--- src/design/tmc_pkg.sv ---
// Shared types, constants and helper functions of the transform matrix composer.
package tmc_pkg;

  localparam int unsigned Dim         = 4;
  localparam int unsigned Cells       = Dim * Dim;
  localparam int unsigned IdxW        = $clog2(Cells);
  localparam int unsigned CordicSteps = 16;
  localparam int unsigned StepW       = $clog2(CordicSteps + 1);
  localparam int unsigned AtanEntries = 24;

  localparam logic signed [31:0] OneQ     = 32'sd65536;
  localparam logic signed [31:0] ZeroQ    = 32'sd0;
  localparam logic signed [19:0] PiQ      = 20'sd205887;
  localparam logic signed [19:0] HalfPiQ  = 20'sd102944;
  localparam logic signed [33:0] InvGainQ = 34'sd39797;

  typedef enum logic [3:0] {
    ACT_IDENTITY = 4'd0,
    ACT_ZERO     = 4'd1,
    ACT_TRANS    = 4'd2,
    ACT_SCALE    = 4'd3,
    ACT_ROTX     = 4'd4,
    ACT_ROTY     = 4'd5,
    ACT_ROTZ     = 4'd6,
    ACT_LOAD     = 4'd7,
    ACT_MUL      = 4'd8,
    ACT_READ     = 4'd9
  } action_e;

  // Kind of right-hand operand used by the multiply sequencer.
  typedef enum logic [2:0] {
    RHS_TRANS = 3'd0,
    RHS_SCALE = 3'd1,
    RHS_ROTX  = 3'd2,
    RHS_ROTY  = 3'd3,
    RHS_ROTZ  = 3'd4,
    RHS_MEM   = 3'd5
  } rhs_kind_e;

  typedef struct packed {
    logic      start;
    rhs_kind_e kind;
  } mac_cmd_t;

  function automatic logic [31:0] atan_entry(input logic [StepW-1:0] i);
    logic [31:0] v;
    begin
      case (i)
        5'd0:    v = 32'd51472;
        5'd1:    v = 32'd30385;
        5'd2:    v = 32'd16055;
        5'd3:    v = 32'd8150;
        5'd4:    v = 32'd4091;
        5'd5:    v = 32'd2047;
        5'd6:    v = 32'd1024;
        5'd7:    v = 32'd512;
        5'd8:    v = 32'd256;
        5'd9:    v = 32'd128;
        5'd10:   v = 32'd64;
        5'd11:   v = 32'd32;
        5'd12:   v = 32'd16;
        5'd13:   v = 32'd8;
        5'd14:   v = 32'd4;
        5'd15:   v = 32'd2;
        5'd16:   v = 32'd1;
        default: v = 32'd0;
      endcase
      atan_entry = v;
    end
  endfunction

  function automatic logic signed [31:0] identity_entry(input logic [IdxW-1:0] i);
    begin
      identity_entry = (i[1:0] == i[3:2]) ? OneQ : ZeroQ;
    end
  endfunction

endpackage

--- src/design/tmc_mac.sv ---
// Shared multiply-accumulate sequencer that right-multiplies the current matrix.
module tmc_mac (
  input  logic                                 clk_i,
  input  logic                                 rst_ni,
  input  tmc_pkg::mac_cmd_t                    cmd_i,
  input  logic signed [31:0]                   x_i,
  input  logic signed [31:0]                   y_i,
  input  logic signed [31:0]                   z_i,
  input  logic signed [31:0]                   sin_i,
  input  logic signed [31:0]                   cos_i,
  input  logic [tmc_pkg::Cells-1:0][31:0]      cur_i,
  input  logic signed [31:0]                   opnd_i,
  output logic [tmc_pkg::IdxW-1:0]             opnd_addr_o,
  output logic                                 wr_o,
  output logic [tmc_pkg::IdxW-1:0]             wr_idx_o,
  output logic signed [31:0]                   wr_val_o,
  output logic                                 done_o
);

  // Counter: row (2), column (2), k (2). The fetch stage reads the left-hand element and
  // addresses the operand store, the select stage picks the right-hand value once the
  // store has answered, then the product is formed and accumulated.
  logic [5:0] cnt_q, cnt_d;
  logic busy_q, busy_d;
  tmc_pkg::rhs_kind_e kind_q;
  logic [tmc_pkg::Cells-1:0][31:0] snap_q;
  logic [1:0] r, c, k;
  logic [tmc_pkg::IdxW-1:0] kc;
  logic signed [31:0] rhs_gen;
  logic f_vld_q, s_vld_q, p_vld_q, a_vld_q;
  logic f_first_q, s_first_q, p_first_q;
  logic f_last_q, s_last_q, p_last_q, a_last_q;
  logic [tmc_pkg::IdxW-1:0] f_cell_q, s_cell_q, p_cell_q, a_cell_q;
  logic signed [31:0] f_lhs_q, f_gen_q, lhs_q, rhs_q;
  logic signed [63:0] prod_q;
  logic signed [47:0] rnd;
  logic signed [49:0] acc_q;

  assign r = cnt_q[5:4];
  assign c = cnt_q[3:2];
  assign k = cnt_q[1:0];
  assign kc = {k, c};
  assign opnd_addr_o = kc;

  always_comb begin
    rhs_gen = tmc_pkg::identity_entry(kc);
    case (kind_q)
      tmc_pkg::RHS_TRANS: begin
        if (c == 2'd3 && k == 2'd0) rhs_gen = x_i;
        if (c == 2'd3 && k == 2'd1) rhs_gen = y_i;
        if (c == 2'd3 && k == 2'd2) rhs_gen = z_i;
      end
      tmc_pkg::RHS_SCALE: begin
        if (kc == 4'd0) rhs_gen = x_i;
        if (kc == 4'd5) rhs_gen = y_i;
        if (kc == 4'd10) rhs_gen = z_i;
      end
      tmc_pkg::RHS_ROTX: begin
        if (kc == 4'd5 || kc == 4'd10) rhs_gen = cos_i;
        if (kc == 4'd6) rhs_gen = -sin_i;
        if (kc == 4'd9) rhs_gen = sin_i;
      end
      tmc_pkg::RHS_ROTY: begin
        if (kc == 4'd0 || kc == 4'd10) rhs_gen = cos_i;
        if (kc == 4'd2) rhs_gen = sin_i;
        if (kc == 4'd8) rhs_gen = -sin_i;
      end
      tmc_pkg::RHS_ROTZ: begin
        if (kc == 4'd0 || kc == 4'd5) rhs_gen = cos_i;
        if (kc == 4'd1) rhs_gen = -sin_i;
        if (kc == 4'd4) rhs_gen = sin_i;
      end
      default: rhs_gen = tmc_pkg::identity_entry(kc);
    endcase
  end

  always_comb begin
    cnt_d = cnt_q;
    busy_d = busy_q;
    if (cmd_i.start) begin
      cnt_d = '0;
      busy_d = 1'b1;
    end else if (busy_q) begin
      cnt_d = cnt_q + 1'b1;
      if (cnt_q == 6'd63) busy_d = 1'b0;
    end
  end

  assign rnd = 48'((prod_q + 64'sd32768) >>> 16);

  always_ff @(posedge clk_i or negedge rst_ni) begin
    if (!rst_ni) begin
      busy_q <= 1'b0;
      cnt_q <= '0;
      f_vld_q <= 1'b0;
      s_vld_q <= 1'b0;
      p_vld_q <= 1'b0;
      a_vld_q <= 1'b0;
    end else begin
      busy_q <= busy_d;
      cnt_q <= cnt_d;
      f_vld_q <= busy_q;
      s_vld_q <= f_vld_q;
      p_vld_q <= s_vld_q;
      a_vld_q <= p_vld_q;
    end
  end

  always_ff @(posedge clk_i) begin
    if (cmd_i.start) begin
      kind_q <= cmd_i.kind;
      snap_q <= cur_i;
    end
    f_lhs_q <= signed'(snap_q[{r, k}]);
    f_gen_q <= rhs_gen;
    f_cell_q <= {r, c};
    f_first_q <= (k == 2'd0);
    f_last_q <= (k == 2'd3);
    lhs_q <= f_lhs_q;
    rhs_q <= (kind_q == tmc_pkg::RHS_MEM) ? opnd_i : f_gen_q;
    s_cell_q <= f_cell_q;
    s_first_q <= f_first_q;
    s_last_q <= f_last_q;
    prod_q <= 64'(lhs_q) * 64'(rhs_q);
    p_cell_q <= s_cell_q;
    p_first_q <= s_first_q;
    p_last_q <= s_last_q;
    if (p_vld_q) acc_q <= (p_first_q ? 50'sd0 : acc_q) + 50'(rnd);
    a_cell_q <= p_cell_q;
    a_last_q <= p_last_q;
  end

  always_comb begin
    wr_o = a_vld_q && a_last_q;
    wr_idx_o = a_cell_q;
    if (acc_q > 50'sd2147483647) wr_val_o = 32'sh7fffffff;
    else if (acc_q < -50'sd2147483648) wr_val_o = 32'sh80000000;
    else wr_val_o = acc_q[31:0];
  end

  assign done_o = wr_o && (a_cell_q == '1);

`ifndef NO_ASSERTIONS
  a_start_idle: assert property (@(posedge clk_i) disable iff (!rst_ni)
    cmd_i.start |-> !busy_q && !f_vld_q && !s_vld_q && !p_vld_q && !a_vld_q)
    else $error("mac started while busy");
  a_write_pace: assert property (@(posedge clk_i) disable iff (!rst_ni)
    wr_o |=> !wr_o) else $error("mac wrote on consecutive cycles");
  a_busy_cnt: assert property (@(posedge clk_i) disable iff (!rst_ni)
    busy_q && !cmd_i.start && cnt_q != 6'd63 |=> busy_q) else $error("mac stopped early");
`endif

endmodule

--- config.mk ---
export PLATFORM = sky130hd
export DESIGN_NAME = tmc_mac
export DESIGN_NICKNAME = d
export VERILOG_FILES = /design/src/design/tmc_pkg.sv /design/src/design/tmc_mac.sv
export SDC_FILE = /design/constraint.sdc
export NUM_CORES = 2
export LEC_CHECK = 0
export ABC_AREA = 1
export BUFFER_PORTS_ARGS = -buffer_cell sky130_fd_sc_hd__buf_2
export CAP_MARGIN = 5
export CORE_MARGIN = 4
export CORE_UTILIZATION = 45
export DETAILED_ROUTE_END_ITERATION = 12
export RECOVER_POWER = 100
export REMOVE_ABC_BUFFERS = 1
export SYNTH_ARGS = -nofsm -noshare
export SYNTH_HDL_FRONTEND = slang
export SYNTH_SLANG_ARGS = --single-unit
--- constraint.sdc ---
create_clock -name clk_i -period 17.65 [get_ports clk_i]
set_input_delay 3.53 -clock clk_i [delete_from_list [all_inputs] [get_ports clk_i]]
set_output_delay 3.53 -clock clk_i [all_outputs]
set_load 0.02 [all_outputs]
# == Word level (Yosys, flattened, before mapping) ==
# Index checks and enable logic that the tools add are counted.
# op_classes
addsub,4
n_mul,1
n_lt_le_gt_ge,3
eq_ne,20
muxes,28
n_reduce_logical,12
# op_table
op,count
32-bit 2-to-1 mux,19
32-bit one-hot mux with 5 select lines,1
32-bit binary-select mux with 4-bit select,1
"64-bit by 17-bit adder with 64-bit output, second input constant",1
32-bit by 32-bit multiplier with 64-bit output,1
50-bit by 48-bit adder with 50-bit output,1
"50-bit by 32-bit > comparator with 1-bit output, second input constant",1
"50-bit by 32-bit less-than comparator with 1-bit output, second input constant",1
50-bit 2-to-1 mux,1
32-bit negation,1
17-bit 2-to-1 mux,1
"4-bit equality test, second input constant",4
"4-bit by 3-bit equality test with 1-bit output, second input constant",3
6-bit 2-to-1 mux,2
"6-bit by 1-bit adder with 6-bit output, second input constant",1
"2-bit equality test, second input constant",3
"3-bit by 2-bit equality test with 1-bit output, second input constant",2
"3-bit equality test, second input constant",2
"6-bit equality test, second input constant",1
1-bit logical AND,5
"4-bit by 5-bit less-than comparator with 1-bit output, second input constant",1
"4-bit by 1-bit equality test with 1-bit output, second input constant",1
"4-bit by 2-bit equality test with 1-bit output, second input constant",1
4-bit zero test,1
8 further kinds,12
# totals
reg_bits,791
in_bits,710
wordCells,108

# == Longest topological paths before layout ==
# depth
ltp_word,6
depth_mapped,30
ltp_nobuf,29

# == Worst setup path before layout ==
# OpenSTA, ideal clock, no wires.
# synth_path
kind,register to register
start,register lhs_q[31]
end,register prod_q[60]
setup_ps,112
t_arrival_ps,6967
required_ps,17538
slack_ps,10571
stages_incl_launch_ff,28
n_path_buf,1
cell_sequence,dfxtp_1 clkbuf_1 nand2_1 inv_1 fa_1 inv_1 fa_1 inv_1 fa_1 fa_1 inv_1 fa_1 inv_1 fa_1 inv_1 fa_1 inv_1 fa_1 ha_1 nand2_1 nor2_1 inv_1 nor2_1 inv_1 nor4_1 nand2_1 nand3_1 nand2_1
# synth_via
elab_chain_cells,1
# synth_lines
item,line,text
start: declaration,tmc_mac.sv:34,"logic signed [31:0] f_lhs_q, f_gen_q, lhs_q, rhs_q;"
start signal: assignment,tmc_mac.sv:119,lhs_q <= f_lhs_q;
32-bit by 32-bit multiplier with 64-bit output,tmc_mac.sv:124,prod_q <= 64'(lhs_q) * 64'(rhs_q);
end signal: assignment,tmc_mac.sv:124,
end: declaration,tmc_mac.sv:35,logic signed [63:0] prod_q;
# Every way passes these cells.
# A chain may end at the register's enable or synchronous reset.

# == Final worst setup path ==
# layout_path
start,input cmd_i[3] in the netlist's numbering
end,register cnt_q[0]
# layout_via
elab_chain_cells,1
# layout_lines
item,line,text
start: declaration,tmc_mac.sv:5,"input tmc_pkg::mac_cmd_t cmd_i,"
6-bit 2-to-1 mux / 2-bit nonzero test (equally long branches),-,
end signal: assignment,tmc_mac.sv:101,cnt_q <= cnt_d;
end: declaration,tmc_mac.sv:23,"logic [5:0] cnt_q, cnt_d;"
# Several ways; a longest one is shown, not always the timed one.

==> flow_metrics.py <==
metrics = {
    "worst_setup_path": {
        "slowest_delay_ns": 4.97,
        "worst_path_max_delay_cell": "clkbuf_1",
        "cp_max_fo": 175,
        "required_ns": 18.19,
        "critical_path.endpoint_type": "register",
        "crit_family": "buffers and inverters",
        "cp_common_cell": "buf_4",
        "crit_chain": "clkbuf_1 > buf_4 > buf_12 > buf_4 > inv_1 > o21ai_0 > a21oi_1",
        "path_class": "input port to register",
        "timing.critical_path.from_type": "input port",
        "r2r_slack_ns": 8.87,
        "cp.arrival_ns": 12.04,
        "path_buf_inv": 5,
    },
    "clocking": {
        "cts_buffer_depth": 3,
        "postCtsSetupRepairBufs": 0,
        "cts_buffers": 91,
        "cts_tree": "done",
        "cts_resized": 0,
        "clk_pin_slew_ns": 0.06,
        "clock_sinks": 776,
        "htreeDepth": 3,
        "cts_root_buf": "clkbuf_16",
        "clk-insertion-delay-late_ns": 0.73,
        "hold_buffers": 0,
    },
    "timing": {
        "period_share_pct": 65.2,
        "min_period_ns": 11.50,
        "maxSlewViolCount": 625,
        "worst_slew_pin_slew_ns": 7.25,
        "final.setup_skew_ns": 0.0668,
        "setup_viol": 0,
        "slew_headroom_pct": -383,
        "setup_tns_ns": 0,
        "max_freq_mhz": 87.0,
        "hold_viol": 0,
        "rsz0062_at_grt": "false",
    },
    "route": {
        "drc": 0,
        "num_vias": 62347,
        "totalWireLength_microns": 256000,
        "first_iter_violations": 5381,
        "wire_per_inst_microns": 21.6,
        "drtPass1Iterations": 6,
        "antenna_left": 0,
        "via_per_inst": 5.27,
    },
    "die": {
        "coreArea_sq_um": 167000,
        "rows": 150,
        "dieHeight_microns": 418,
        "start_util_pct": 45.2,
        "io_pins": 752,
        "dieArea_sq_um": 174000,
        "chipWidth_microns": 418,
    },
    "finish": {
        "nNetsFinal": 11482,
        "drive_gt1_share_pct": 9.84,
        "syn_to_final_growth_pct": 11.3,
    },
    "hold_path": {
        "hold_class": "register to register",
    },
    "yosys": {
        "synth-seq-cells": 776,
        "synth_edf_count": 565,
        "synth_flop_cell": "edfxtp_1",
        "syn_area_per_cell_sq_um": 8.47,
        "synth.area.top_cells": "fa_1 29%, edfxtp_1 22%, nand2_1 10%",
        "ys_warn_count": 0,
        "yosysSeqAreaShare_pct": 28.1,
        "synth_cells": 8916,
        "yosys.area.top_type_share_pct": 28.7,
        "async_reset_ff_share_pct": 1.42,
        "yosysUniqueCellTypes": 60,
        "synth_area_leader_cell": "fa_1",
        "synthesis.area_sq_um": 75500,
    },
    "run_status": {
        "status": "finished with violations",
        "violations": "max-capacitance violations, max-slew violations",
    },
    "global_route": {
        "grt_pass1_vias": 64601,
        "grt_max_degree": 184,
        "antenna_found_initial": 146,
        "gr-usage-all-layers_pct": 29.3,
        "grt_pass1_wl_microns": 391000,
        "overflow": 0,
    },
    "placement": {
        "gp_congestion": 0.958,
        "io_buffers": 751,
        "hpwl_microns": 203000,
    },
    "job": {
        "cap_violations": 12,
    },
}
## state kept, by name, indices dropped and copies added, names as in the netlist, 6 cells and up
name	count
cnt_q	6
prod_q	49
f_lhs_q	32
rhs_q	32
lhs_q	32
snap_q	512
acc_q	50
f_gen_q	32
## worst register-to-register path: stages, from the launching register on
cell,delay [ns]
dfxtp_1,1.12
nand2_1,0.23
inv_1,0.20
fa_1,0.46
fa_1,0.50
fa_1,0.52
clkbuf_1,0.65
fa_1,0.72
inv_1,0.43
fa_1,0.61
inv_1,0.06
fa_1,0.53
inv_1,0.06
fa_1,0.48
inv_1,0.06
fa_1,0.44
ha_1,0.42
nand2_1,0.16
nor2_1,0.16
inv_1,0.07
nor2_1,0.26
nand2_1,0.12
nor3_1,0.14
nand2_1,0.09
nand3b_1,0.09
nand2_1,0.06
nand2_1,0.05
## per-stage QoR
stage	std cells	cell area [sq um]	utilization [%]	worst slack, ns	hold WS [ns]
floorplan	8524	73800	-	9.27	0.310
global placement	11566	81100	48.5	9.37	0.310
detailed placement	11566	81100	48.5	9.23	0.312
CTS	11734	84100	50.3	9.16	0.304
global route	11793	84000	50.3	5.44	0.305
finish	11820	84000	50.3	6.15	0.301
## cell type report
type | count | area [sq um]
Fill cell | 16265 | 83000
Multi-Input combinational cell | 5763 | 45100
Sequential cell | 776 | 21300
Inverter | 1985 | 7460
Timing Repair Buffer | 838 | 4230
Tap cell | 2204 | 2760
Clock buffer | 109 | 2380
Clock inverter | 59 | 644
Antenna cell | 86 | 215
## per-layer routing
metal	track usage, %	part of all wire [%]	up-vias
li1	-	-	28530
met1	38.4	41	30629
met2	48.2	47	2544
met3	5.25	7.7	580
met4	12.2	4.5	64
met5	0	0.17	-
## worst paths after layout
kind,start,end,depth (start not counted)
setup / recovery,cmd_i[3],cnt_q[0]$_DFFE_PN0P_,7
hold / removal,f_last_q$_DFF_P_,s_last_q$_DFF_P_,0
setup reg to reg,rhs_q[2]$_DFF_P_,prod_q[55]$_DFF_P_,26
hold reg to reg,f_last_q$_DFF_P_,s_last_q$_DFF_P_,0
max in group asynchronous,rst_ni,cnt_q[0]$_DFFE_PN0P_,1
min in group asynchronous,rst_ni,f_vld_q$_DFF_PN0_,1
## cell usage in the layout (no fill, tap or decap), drive strengths merged, types with 7 or more instances in the layout
cell type and instances:
o211ai 66, mux2 32, nand2 2035, xnor2 20, nor2 697, ha 235, o21ai 521, nor3 60
o22ai 108, a31o 9, nand3 253, a21o 7, buf 696, xor2 107, dfxtp 200, diode 86
dfrtp 11, edfxtp 565, inv 1989, o21bai 19, clkbuf 251, nand4 49, a21oi 333, clkinv 44
nor4 16, bufinv 7, o221ai 35, a31oi 44, fa 1082
## synth_stat cells, types with 107 or more instances
cell type / instances
a21oi_1: 330
clkbuf_1: 293
dfxtp_1: 200
edfxtp_1: 565
fa_1: 1082
ha_1: 235
inv_1: 1962
nand2_1: 2022
nand3_1: 247
nor2_1: 686
o21ai_0: 494
o22ai_1: 108
xor2_1: 107
## cell families (layout without fill, tap and decap cells)
kind of cell,Yosys count,in the layout,synth area share (%)
AO/OA/AOI/OAI,1163,1163,8.60
other,0,86,0
AND/OR/NAND/NOR,3123,3123,16.6
multiplexers,32,32,0.477
adder cells (fa/ha/maj),1317,1317,32.6
flip-flops,776,776,28.1
buffers and inverters,2377,2991,12.1
XOR/XNOR,128,128,1.50
Power is not shown: default switching activity piles up to over one toggle a cycle in this logic, so the estimate is an artifact.
