<file path="src/design/tmc_pkg.sv">
// Shared types, constants and helper functions of the transform matrix composer.
package tmc_pkg;

  localparam int unsigned Dim         = 4;
  localparam int unsigned Cells       = Dim * Dim;
  localparam int unsigned IdxW        = $clog2(Cells);
  localparam int unsigned CordicSteps = 16;
  localparam int unsigned StepW       = $clog2(CordicSteps + 1);
  localparam int unsigned AtanEntries = 24;

  localparam logic signed [31:0] OneQ     = 32'sd65536;
  localparam logic signed [31:0] ZeroQ    = 32'sd0;
  localparam logic signed [19:0] PiQ      = 20'sd205887;
  localparam logic signed [19:0] HalfPiQ  = 20'sd102944;
  localparam logic signed [33:0] InvGainQ = 34'sd39797;

  typedef enum logic [3:0] {
    ACT_IDENTITY = 4'd0,
    ACT_ZERO     = 4'd1,
    ACT_TRANS    = 4'd2,
    ACT_SCALE    = 4'd3,
    ACT_ROTX     = 4'd4,
    ACT_ROTY     = 4'd5,
    ACT_ROTZ     = 4'd6,
    ACT_LOAD     = 4'd7,
    ACT_MUL      = 4'd8,
    ACT_READ     = 4'd9
  } action_e;

  // Kind of right-hand operand used by the multiply sequencer.
  typedef enum logic [2:0] {
    RHS_TRANS = 3'd0,
    RHS_SCALE = 3'd1,
    RHS_ROTX  = 3'd2,
    RHS_ROTY  = 3'd3,
    RHS_ROTZ  = 3'd4,
    RHS_MEM   = 3'd5
  } rhs_kind_e;

  typedef struct packed {
    logic      start;
    rhs_kind_e kind;
  } mac_cmd_t;

  function automatic logic [31:0] atan_entry(input logic [StepW-1:0] i);
    logic [31:0] v;
    begin
      case (i)
        5'd0:    v = 32'd51472;
        5'd1:    v = 32'd30385;
        5'd2:    v = 32'd16055;
        5'd3:    v = 32'd8150;
        5'd4:    v = 32'd4091;
        5'd5:    v = 32'd2047;
        5'd6:    v = 32'd1024;
        5'd7:    v = 32'd512;
        5'd8:    v = 32'd256;
        5'd9:    v = 32'd128;
        5'd10:   v = 32'd64;
        5'd11:   v = 32'd32;
        5'd12:   v = 32'd16;
        5'd13:   v = 32'd8;
        5'd14:   v = 32'd4;
        5'd15:   v = 32'd2;
        5'd16:   v = 32'd1;
        default: v = 32'd0;
      endcase
      atan_entry = v;
    end
  endfunction

  function automatic logic signed [31:0] identity_entry(input logic [IdxW-1:0] i);
    begin
      identity_entry = (i[1:0] == i[3:2]) ? OneQ : ZeroQ;
    end
  endfunction

endpackage

</file>
<file path="src/design/tmc_cordic.sv">
// Iterative CORDIC that produces sine and cosine of an angle, one step per cycle.
module tmc_cordic (
  input  logic                clk_i,
  input  logic                rst_ni,
  input  logic                start_i,
  input  logic signed [18:0]  angle_i,
  output logic                done_o,
  output logic signed [31:0]  sin_o,
  output logic signed [31:0]  cos_o
);

  logic signed [33:0] x_q, x_d, y_q, y_d;
  logic signed [33:0] z_q, z_d;
  logic [tmc_pkg::StepW-1:0] step_q, step_d;
  logic busy_q, busy_d, flip_q, flip_d, done_q, done_d;
  logic signed [19:0] ang_c;
  logic signed [33:0] dx, dy, at;

  always_comb begin
    ang_c = 20'(angle_i);
    if (ang_c > tmc_pkg::PiQ) ang_c = tmc_pkg::PiQ;
    if (ang_c < -tmc_pkg::PiQ) ang_c = -tmc_pkg::PiQ;
    dx = y_q >>> step_q;
    dy = x_q >>> step_q;
    at = 34'(signed'({1'b0, tmc_pkg::atan_entry(step_q)}));
    x_d = x_q; y_d = y_q; z_d = z_q; step_d = step_q;
    busy_d = busy_q; flip_d = flip_q; done_d = 1'b0;
    if (start_i) begin
      x_d = tmc_pkg::InvGainQ;
      y_d = '0;
      step_d = '0;
      busy_d = 1'b1;
      flip_d = 1'b0;
      z_d = 34'(ang_c);
      if (ang_c > tmc_pkg::HalfPiQ) begin
        z_d = 34'(ang_c - tmc_pkg::PiQ);
        flip_d = 1'b1;
      end else if (ang_c < -tmc_pkg::HalfPiQ) begin
        z_d = 34'(ang_c + tmc_pkg::PiQ);
        flip_d = 1'b1;
      end
    end else if (busy_q) begin
      if (step_q == tmc_pkg::StepW'(tmc_pkg::CordicSteps)) begin
        busy_d = 1'b0;
        done_d = 1'b1;
        if (flip_q) begin
          x_d = -x_q;
          y_d = -y_q;
        end
      end else begin
        if (z_q >= 0) begin
          x_d = x_q - dx; y_d = y_q + dy; z_d = z_q - at;
        end else begin
          x_d = x_q + dx; y_d = y_q - dy; z_d = z_q + at;
        end
        step_d = step_q + 1'b1;
      end
    end
  end

  always_ff @(posedge clk_i or negedge rst_ni) begin
    if (!rst_ni) begin
      busy_q <= 1'b0;
      done_q <= 1'b0;
      step_q <= '0;
    end else begin
      busy_q <= busy_d;
      done_q <= done_d;
      step_q <= step_d;
    end
  end

  always_ff @(posedge clk_i) begin
    x_q <= x_d;
    y_q <= y_d;
    z_q <= z_d;
    flip_q <= flip_d;
  end

  assign done_o = done_q;
  assign sin_o = y_q[31:0];
  assign cos_o = x_q[31:0];

`ifndef NO_ASSERTIONS
  a_no_start_busy: assert property (@(posedge clk_i) disable iff (!rst_ni)
    busy_q && !start_i |=> busy_q || done_q) else $error("cordic dropped busy");
  a_done_pulse: assert property (@(posedge clk_i) disable iff (!rst_ni)
    done_q |=> !done_q) else $error("cordic done longer than a cycle");
  a_done_after_busy: assert property (@(posedge clk_i) disable iff (!rst_ni)
    $rose(done_q) |-> $past(busy_q)) else $error("cordic done without work");
`endif

endmodule

</file>
<file path="config.mk">
export PLATFORM = sky130hd
export DESIGN_NAME = tmc_cordic
export DESIGN_NICKNAME = d
export VERILOG_FILES = /design/src/design/tmc_pkg.sv /design/src/design/tmc_cordic.sv
export SDC_FILE = /design/constraint.sdc
export NUM_CORES = 1
export LEC_CHECK = 0
export BUFFER_PORTS_ARGS = -buffer_cell sky130_fd_sc_hd__clkbuf_2
export CAP_MARGIN = 20
export CORE_MARGIN = 2
export CORE_UTILIZATION = 40
export DETAILED_ROUTE_END_ITERATION = 8
export SYNTH_ARGS = -nofsm -noshare
export SYNTH_HDL_FRONTEND = slang
export SYNTH_SLANG_ARGS = --single-unit
</file>
<file path="constraint.sdc">
create_clock -name clk_i -period 7.25 [get_ports clk_i]
set_clock_uncertainty 0.2 [all_clocks]
set_input_delay 1.45 -clock clk_i [delete_from_list [all_inputs] [get_ports clk_i]]
set_output_delay 1.45 -clock clk_i [all_outputs]
set_load 0.01 [all_outputs]
</file>
Word level (Yosys, flattened, before mapping)

Memories as Yosys holds them, arrays and structs flattened.
Cells that the tools add are included.

Register bits: 110
Bits in latches: 0
Memory bits (writable): 0
Bits in read-only memories: 512
Input bits: 22
Memories kept: 1

$add $sub $neg: 11
Multiply operators: 0
Div/mod/pow operators: 0
Order comparisons: 5
Eq/ne operators: 3
Shift operators: 2
Muxes and demuxes: 24
Bitwise operators: 0
Reduce and logical (&&, ||, !) cells: 3

Memories:

| name             | depth | width | rd ports | clocked after Yosys merged registers in | write ports | line          | source |
|---|---|---|---|---|---|---|---|
| (name not given) | 32    | 16    | 1        | 0                                       | 0           | tmc_pkg.sv:48 | `case (i)` |

Operators by type and width:

| cell                                                               | number |
|---|---|
| 2-to-1 mux 34 bit                                                  | 12 |
| adder 34 bit                                                       | 2 |
| negator 34 bit                                                     | 2 |
| >>> shifter 34 x 5 -> 34 bit                                       | 2 |
| subtractor 34 bit                                                  | 2 |
| 2-to-1 mux 20 bit                                                  | 2 |
| adder 34 x 33 -> 34 bit                                            | 1 |
| greater-or-equal comparator 34 x 1 -> 1 bit, second input constant | 1 |
| subtractor 34 x 33 -> 34 bit                                       | 1 |
| adder 20 x 19 -> 21 bit, second input constant                     | 1 |
| subtractor 20 x 19 -> 21 bit, second input constant                | 1 |
| > comparator 20 x 18 -> 1 bit, second input constant               | 1 |
| < comparator 20 x 18 -> 1 bit, second input constant               | 1 |
| < comparator 20 x 19 -> 1 bit, second input constant               | 1 |
| > comparator 19 bit, second input constant                         | 1 |
| 2-to-1 mux 5 bit                                                   | 3 |
| 2-to-1 mux 1 bit                                                   | 7 |
| adder 5 x 1 -> 5 bit, second input constant                        | 1 |
| equality test 5 bit, second input constant                         | 1 |
| inequality test 2 bit, second input constant                       | 2 |
| AND reduction 2 bit                                                | 2 |
| nonzero test 2 bit                                                 | 1 |

Longest topological paths before layout

Depth in word-level cells: 8
Mapped depth: 29
Gate-level depth less buffers: 24

Least setup slack after synthesis

OpenSTA, ideal clock, no wires.

Path type: input -> register
Start point: input angle_i[9]
End point: register z_q[5], data pin
Setup time: 130 ps
Data arrival time: 6435 ps
Setup slack: 486 ps
Cell stages on the path: 25
Path buffers: 4
Cells stage by stage: clkbuf_1 -> or4_1 -> a311oi_1 -> o21a_1 -> or2_2 -> clkbuf_1 -> clkbuf_1 -> nand3_1 -> o21ai_0 -> a311o_1 -> nand2_1 -> ha_1 -> inv_1 -> clkbuf_1 -> o21ai_0 -> ha_1 -> nand3b_1 -> nor4_1 -> nand4_1 -> nand3_1 -> or3_1 -> o22ai_1 -> xnor2_1 -> a2111oi_0 -> a21o_1

Longest elaborated chain between the ends: 8
Elaborated cells between the ends (all ways): 11

RTL lines:

| what                                                                     | line                               | source |
|---|---|---|
| start, declared                                                          | tmc_cordic.sv:6                    | `input logic signed [18:0] angle_i,` |
| > comparator 19 bit                                                      | tmc_cordic.sv:21                   | `if (ang_c > tmc_pkg::PiQ) ang_c = tmc_pkg::PiQ;` |
| 2-to-1 mux 20 bit (*)                                                    | tmc_cordic.sv:21                   |  |
| < comparator 20 x 19 -> 1 bit                                            | tmc_cordic.sv:22                   | `if (ang_c < -tmc_pkg::PiQ) ang_c = -tmc_pkg::PiQ;` |
| 2-to-1 mux 20 bit (*)                                                    | tmc_cordic.sv:22                   |  |
| adder 20 x 19 -> 21 bit or < comparator 20 x 18 -> 1 bit (tied branches) | tmc_cordic.sv:39, tmc_cordic.sv:38 |  |
| 2-to-1 mux 34 bit                                                        | tmc_cordic.sv:38                   | `end else if (ang_c < -tmc_pkg::HalfPiQ) begin` |
| 2-to-1 mux 34 bit (*)                                                    | tmc_cordic.sv:35                   | `if (ang_c > tmc_pkg::HalfPiQ) begin` |
| 2-to-1 mux 34 bit (*)                                                    | tmc_cordic.sv:28                   | `if (start_i) begin` |
| net z_d[5]                                                               | tmc_cordic.sv:13                   | `logic signed [33:0] z_q, z_d;` |
| end signal, assigned                                                     | tmc_cordic.sv:76                   | `z_q <= z_d;` |
| end, declared                                                            | tmc_cordic.sv:13                   |  |

The timed path passes the listed nets; every way through them passes the cells marked *.
A chain may end at the register's enable or synchronous reset.

Final worst setup path

Start point: register step_q[0] (netlist bit)
End point: register y_q[32]

Longest elaborated chain between the ends: 4
Elaborated cells between the ends (all ways): 8

RTL lines:

| what                                              | line                               | source |
|---|---|---|
| start, declared                                   | tmc_cordic.sv:14                   | `logic [tmc_pkg::StepW-1:0] step_q, step_d;` |
| start signal, assigned                            | tmc_cordic.sv:69                   | `step_q <= step_d;` |
| >>> shifter 34 x 5 -> 34 bit                      | tmc_cordic.sv:24                   | `dy = x_q >>> step_q;` |
| subtractor 34 bit or adder 34 bit (tied branches) | tmc_cordic.sv:54, tmc_cordic.sv:52 |  |
| 2-to-1 mux 34 bit                                 | tmc_cordic.sv:51                   | `if (z_q >= 0) begin` |
| 2-to-1 mux 34 bit                                 | tmc_cordic.sv:43                   | `if (step_q == tmc_pkg::StepW'(tmc_pkg::CordicSteps)) begin` |
| end signal, assigned                              | tmc_cordic.sv:75                   | `y_q <= y_d;` |
| end, declared                                     | tmc_cordic.sv:12                   | `logic signed [33:0] x_q, x_d, y_q, y_d;` |

Parallel ways exist; a longest one is shown, timed or not.

==> results by stage <==
Placed design:
- In this run, placement finished with an instance count of 3061.
- The congestion estimate from routability-driven global placement came to 0.9917.
- The pre-CTS worst setup slack is 284.6 ps.
- In this run the tool buffered the top-level ports with 86 buffer cells.
- In this run the cell area measured after placement is 19800 um2.
- The placed wire-length estimate after detailed placement is 53250 um.

CTS:
- The CTS tree is done.
- TritonCTS created 9 clock buffers.
- The insertion delay of the later-clocked pin in the worst-skew pair is 410 ps.
- In this run the deepest clock path goes through 2 buffers.
- The clock net in this run drives a total of 110 sinks.
- Clock-pin slew was measured on the worst setup and hold paths at 90 ps.
- The H-tree generated during clock tree synthesis spans 3 levels.
- The buffer type at the clock tree root is clkbuf_16.
- The number of hold buffers added after CTS was 0.

Routing:
- The mean routed wirelength per cell is 22.96 um.
- The first routing iteration left 2073 violations.
- In the routed layout, each cell is associated on average with a via count of 6.415.
- The total number of vias is 19790.
- The total length of routed wires is 70840 um.
- In the routed design, unresolved DRC markers number 0.
- The count of nets left with antenna violations once routing finished came out at 0.
- The pre-antenna-repair detailed-routing pass consisted of 5 iterations.

Global route:
- The fraction of met3 tracks used by global routing is 3.663%.
- For met2 alone, demand over resource in global routing was 47.96%.
- The first-pass GRT wire length is 110300 um.
- The pin count of the biggest net entering global routing is 66.
- The peak-usage layer in the global routing report is met2.
- The total routing usage reported by global routing is 28.05%.
- The via count of the first global-routing pass was 18920.
- The total overflow reported by the global router is 0.
- The initial antenna violation count is 0.
- Global routing consumed, on the met1 layer, 35.52% of the routing resources.

Timing:
- Dividing the final minimum period by the clock period gives 94.07%.
- The transition time of the tightest slew-check pin is 1166 ps.
- Setup repair after global routing left no endpoint under its margin.
- The max-slew violation count was 0.
- Subtracting the final worst setup slack from the clock period gives 6820 ps.
- Adding up every negative setup slack in the final design gives 0 ps.
- The setup-violating endpoint count in the final report is 0.
- Final hold analysis gives a worst-case slack of 378.7 ps.
- The worst setup slack after layout is 430.0 ps.
- The maximum achievable frequency is 146.6 MHz.
- The number of hold violations in the final report is 0.
- The max-slew headroom at the worst pin is 21.42%.

Synth:
- The flip-flop and latch count after synthesis is 110.
- The cell count after synthesis is 2523.
- The commonest cells after synthesis are nor2_1, nand2_1, a21oi_1.
- The most used flip-flop cell after synthesis is dfxtp_1.
- The library cell with the largest summed area after synthesis is mux4_2.
- The number of nets handed over by synthesis was 2668.
- Summing the sequential cell areas from Yosys gives 13.53% of the chip area.
- The dominant cell by count in the synthesized netlist is nor2_1.
- Summing every instance area after synthesis gives 19120 um2.
- The async set or reset register ratio after synthesis is 6.364%.
- Synthesis instantiated 95 different standard cells from the library.
- The number of enable flip-flop cells after synthesis is 35.
- Ranked by total cell area, the synthesized netlist is headed by mux4_2, ha_1, dfxtp_1, edfxtp_1, a21oi_1.
- The mean post-synth cell area is 7.580 um2.
- The number of warnings printed during yosys synthesis is 0.
- The area share of the largest cell type after synthesis is 8.008%.

Worst setup path:
- Of all nets on the critical path, the largest fanout is 38.
- The endpoint required time on the critical path is 7400 ps.
- The origin of the critical flop-to-flop path is step_q[0].
- The kind of critical path is reg2reg.
- The worst setup path is captured at a register.
- STA puts the critical path data arrival time at 6970 ps.
- The startpoint type of the worst setup path is a register.
- For the worst flop-to-flop path, the logic depth is 21.
- For flop-to-flop paths, the worst setup slack is 430 ps.
- The endpoint of the most critical register-to-register path is y_q[32].

Die:
- The chip width is 222.7 um.
- The total number of placement rows is 80.
- In this run the standard cell core region covers 47450 um2.
- The I/O pin total is 87.
- The floorplan step defined a die boundary enclosing 49580 um2.
- The starting utilization of the core area is 40.31%.
- The die extent in y is 222.7 um.

Finish:
- The fraction of layout cells with a size suffix above 1 is 14.13%.
- Relative to the synthesized area, the layout overhead comes to 5.633%.
- The net count reported at finish is 2610.
- The number of antenna diodes in the final layout is 0.
- The filler cells instantiated in the layout total 4879.
- The finished layout holds 3085 standard cells, fillers aside.
- Once layout is done, the placed cells without fillers occupy 20200 um2.

Min path:
- The worst-case hold path end point is y_q[0].
- Along the worst hold path, the cell count comes to 2.
- The worst hold path begins at y_q[0].
- In this run the worst hold path is classified as reg2reg.

Pwr:
- The power per cell area is 569.4 nW/um2.
- VDD sags by at most 0.0002482 V.
- The standby leakage power is 8.050 nW.

Flow run:
- Max-cap violations in this run came to 0.

Run status:
- The flow ran to the end, and the final reports show no timing, DRC or antenna violations.
-- metrics by stage --
step / power [mW] / utilization, %
after global routing: 12.56 / 42.58
after floorplan: 8.693 / -
final: 11.50 / 42.58
after detailed placement: 10.77 / 41.73
after global placement: 10.62 / 41.73
after CTS: 11.40 / 42.36
-- layout by cell type (no fill, tap or decap), types with 23 or more instances in the layout --
cell        n
mux2i_1    70
nor3_1     75
ha_1      120
dfxtp_1    68
xor2_1     71
clkbuf_2   85
a22oi_1    27
o21a_1     31
nand2_1   218
o211ai_1   26
buf_4      85
mux4_2     68
o21ai_0   200
a21o_1     65
or2_2      23
mux2_2     29
nor2_1    217
inv_1      57
nand2b_1   36
a21oi_1   201
edfxtp_1   35
or3_1      35
xnor2_1    91
a31oi_1    30
o22ai_1    34
nand3_1    57
nor2b_1    23
a211oi_1   38
-- how the worst max path moves through the flow --
stage,start,end,slack [ps]
5_1_grt,step_q[0],y_q[32],50
6_report,step_q[0],y_q[32],430
3_3_place_gp,step_q[0],y_q[32],400
4_1_cts,step_q[0],y_q[32],210
2_1_floorplan,angle_i[9],z_q[5],490
3_5_place_dp,step_q[0],y_q[32],280
-- routing by layer --
| layer | part of all wire, % | wire, um | vias to the layer above |
|---|---|---|---|
| met5 | 0.10 | 72 | - |
| met4 | 3.8 | 2727 | 2 |
| met3 | 5.9 | 4175 | 145 |
| met2 | 48 | 33980 | 758 |
| met1 | 42 | 29880 | 9579 |
| li1 | - | - | 9306 |
-- registers in the layout, indices dropped and copies added (netlist names) --
signal  flops
step_q      5
busy_q      1
z_q        34
done_o      1
x_q        34
flip_q      1
y_q        34
-- worst max-delay path, cell delays in order, from the launching register on --
cell       delay (ps)
dfrtp_4           580
buf_12            280
mux2_2            380
mux2i_2           330
a21oi_1           160
a21o_1            240
or4_4             530
or4_4             600
or3_4             420
a32oi_1           190
o2bb2ai_1         110
ha_1              380
a21oi_1           240
nand2b_1          110
or4_1             410
a21oi_1           270
o31ai_1           180
a211oi_1          390
o31ai_1           180
a21oi_1           210
mux2i_1           200
o211a_1           160
-- cells by family after synthesis --
group | count (synthesis) | synth area share (%)
AO/OA/AOI/OAI | 841 | 28.44
AND/OR/NAND/NOR | 808 | 20.55
buffers and inverters | 306 | 7.877
multiplexers | 173 | 14.02
XOR/XNOR | 162 | 7.419
adder cells (fa/ha/maj) | 123 | 8.165
flip-flops | 110 | 13.53
-- cell type report --
cell class | count | area (um2) | share of cell area, %
multi-input cells | 2107 | 15070 | 74.61
flip-flops and latches | 110 | 2599 | 12.86
repair buffers | 179 | 1242 | 6.150
well taps | 615 | 769.5 | 3.809
clock buffers | 9 | 225.2 | 1.115
inverters | 58 | 217.7 | 1.078
clock inverters | 7 | 75.07 | 0.3716
-- repair_timing --
item / in CTS / in global routing
setup buffers: 0 / 8
resized for setup: 0 / 2
endpoints found under the setup margin: 0 / 7
-- where the power goes --
| group | switching [mW] | internal, mW | total, mW |
|---|---|---|---|
| logic | 5.28 | 4.13 | 9.41 |
| registers | 0.551 | 0.983 | 1.53 |
| clock network | 0.290 | 0.269 | 0.559 |
| total | 6.12 | 5.39 | 11.5 |
Power figures use the tool's default switching activity.
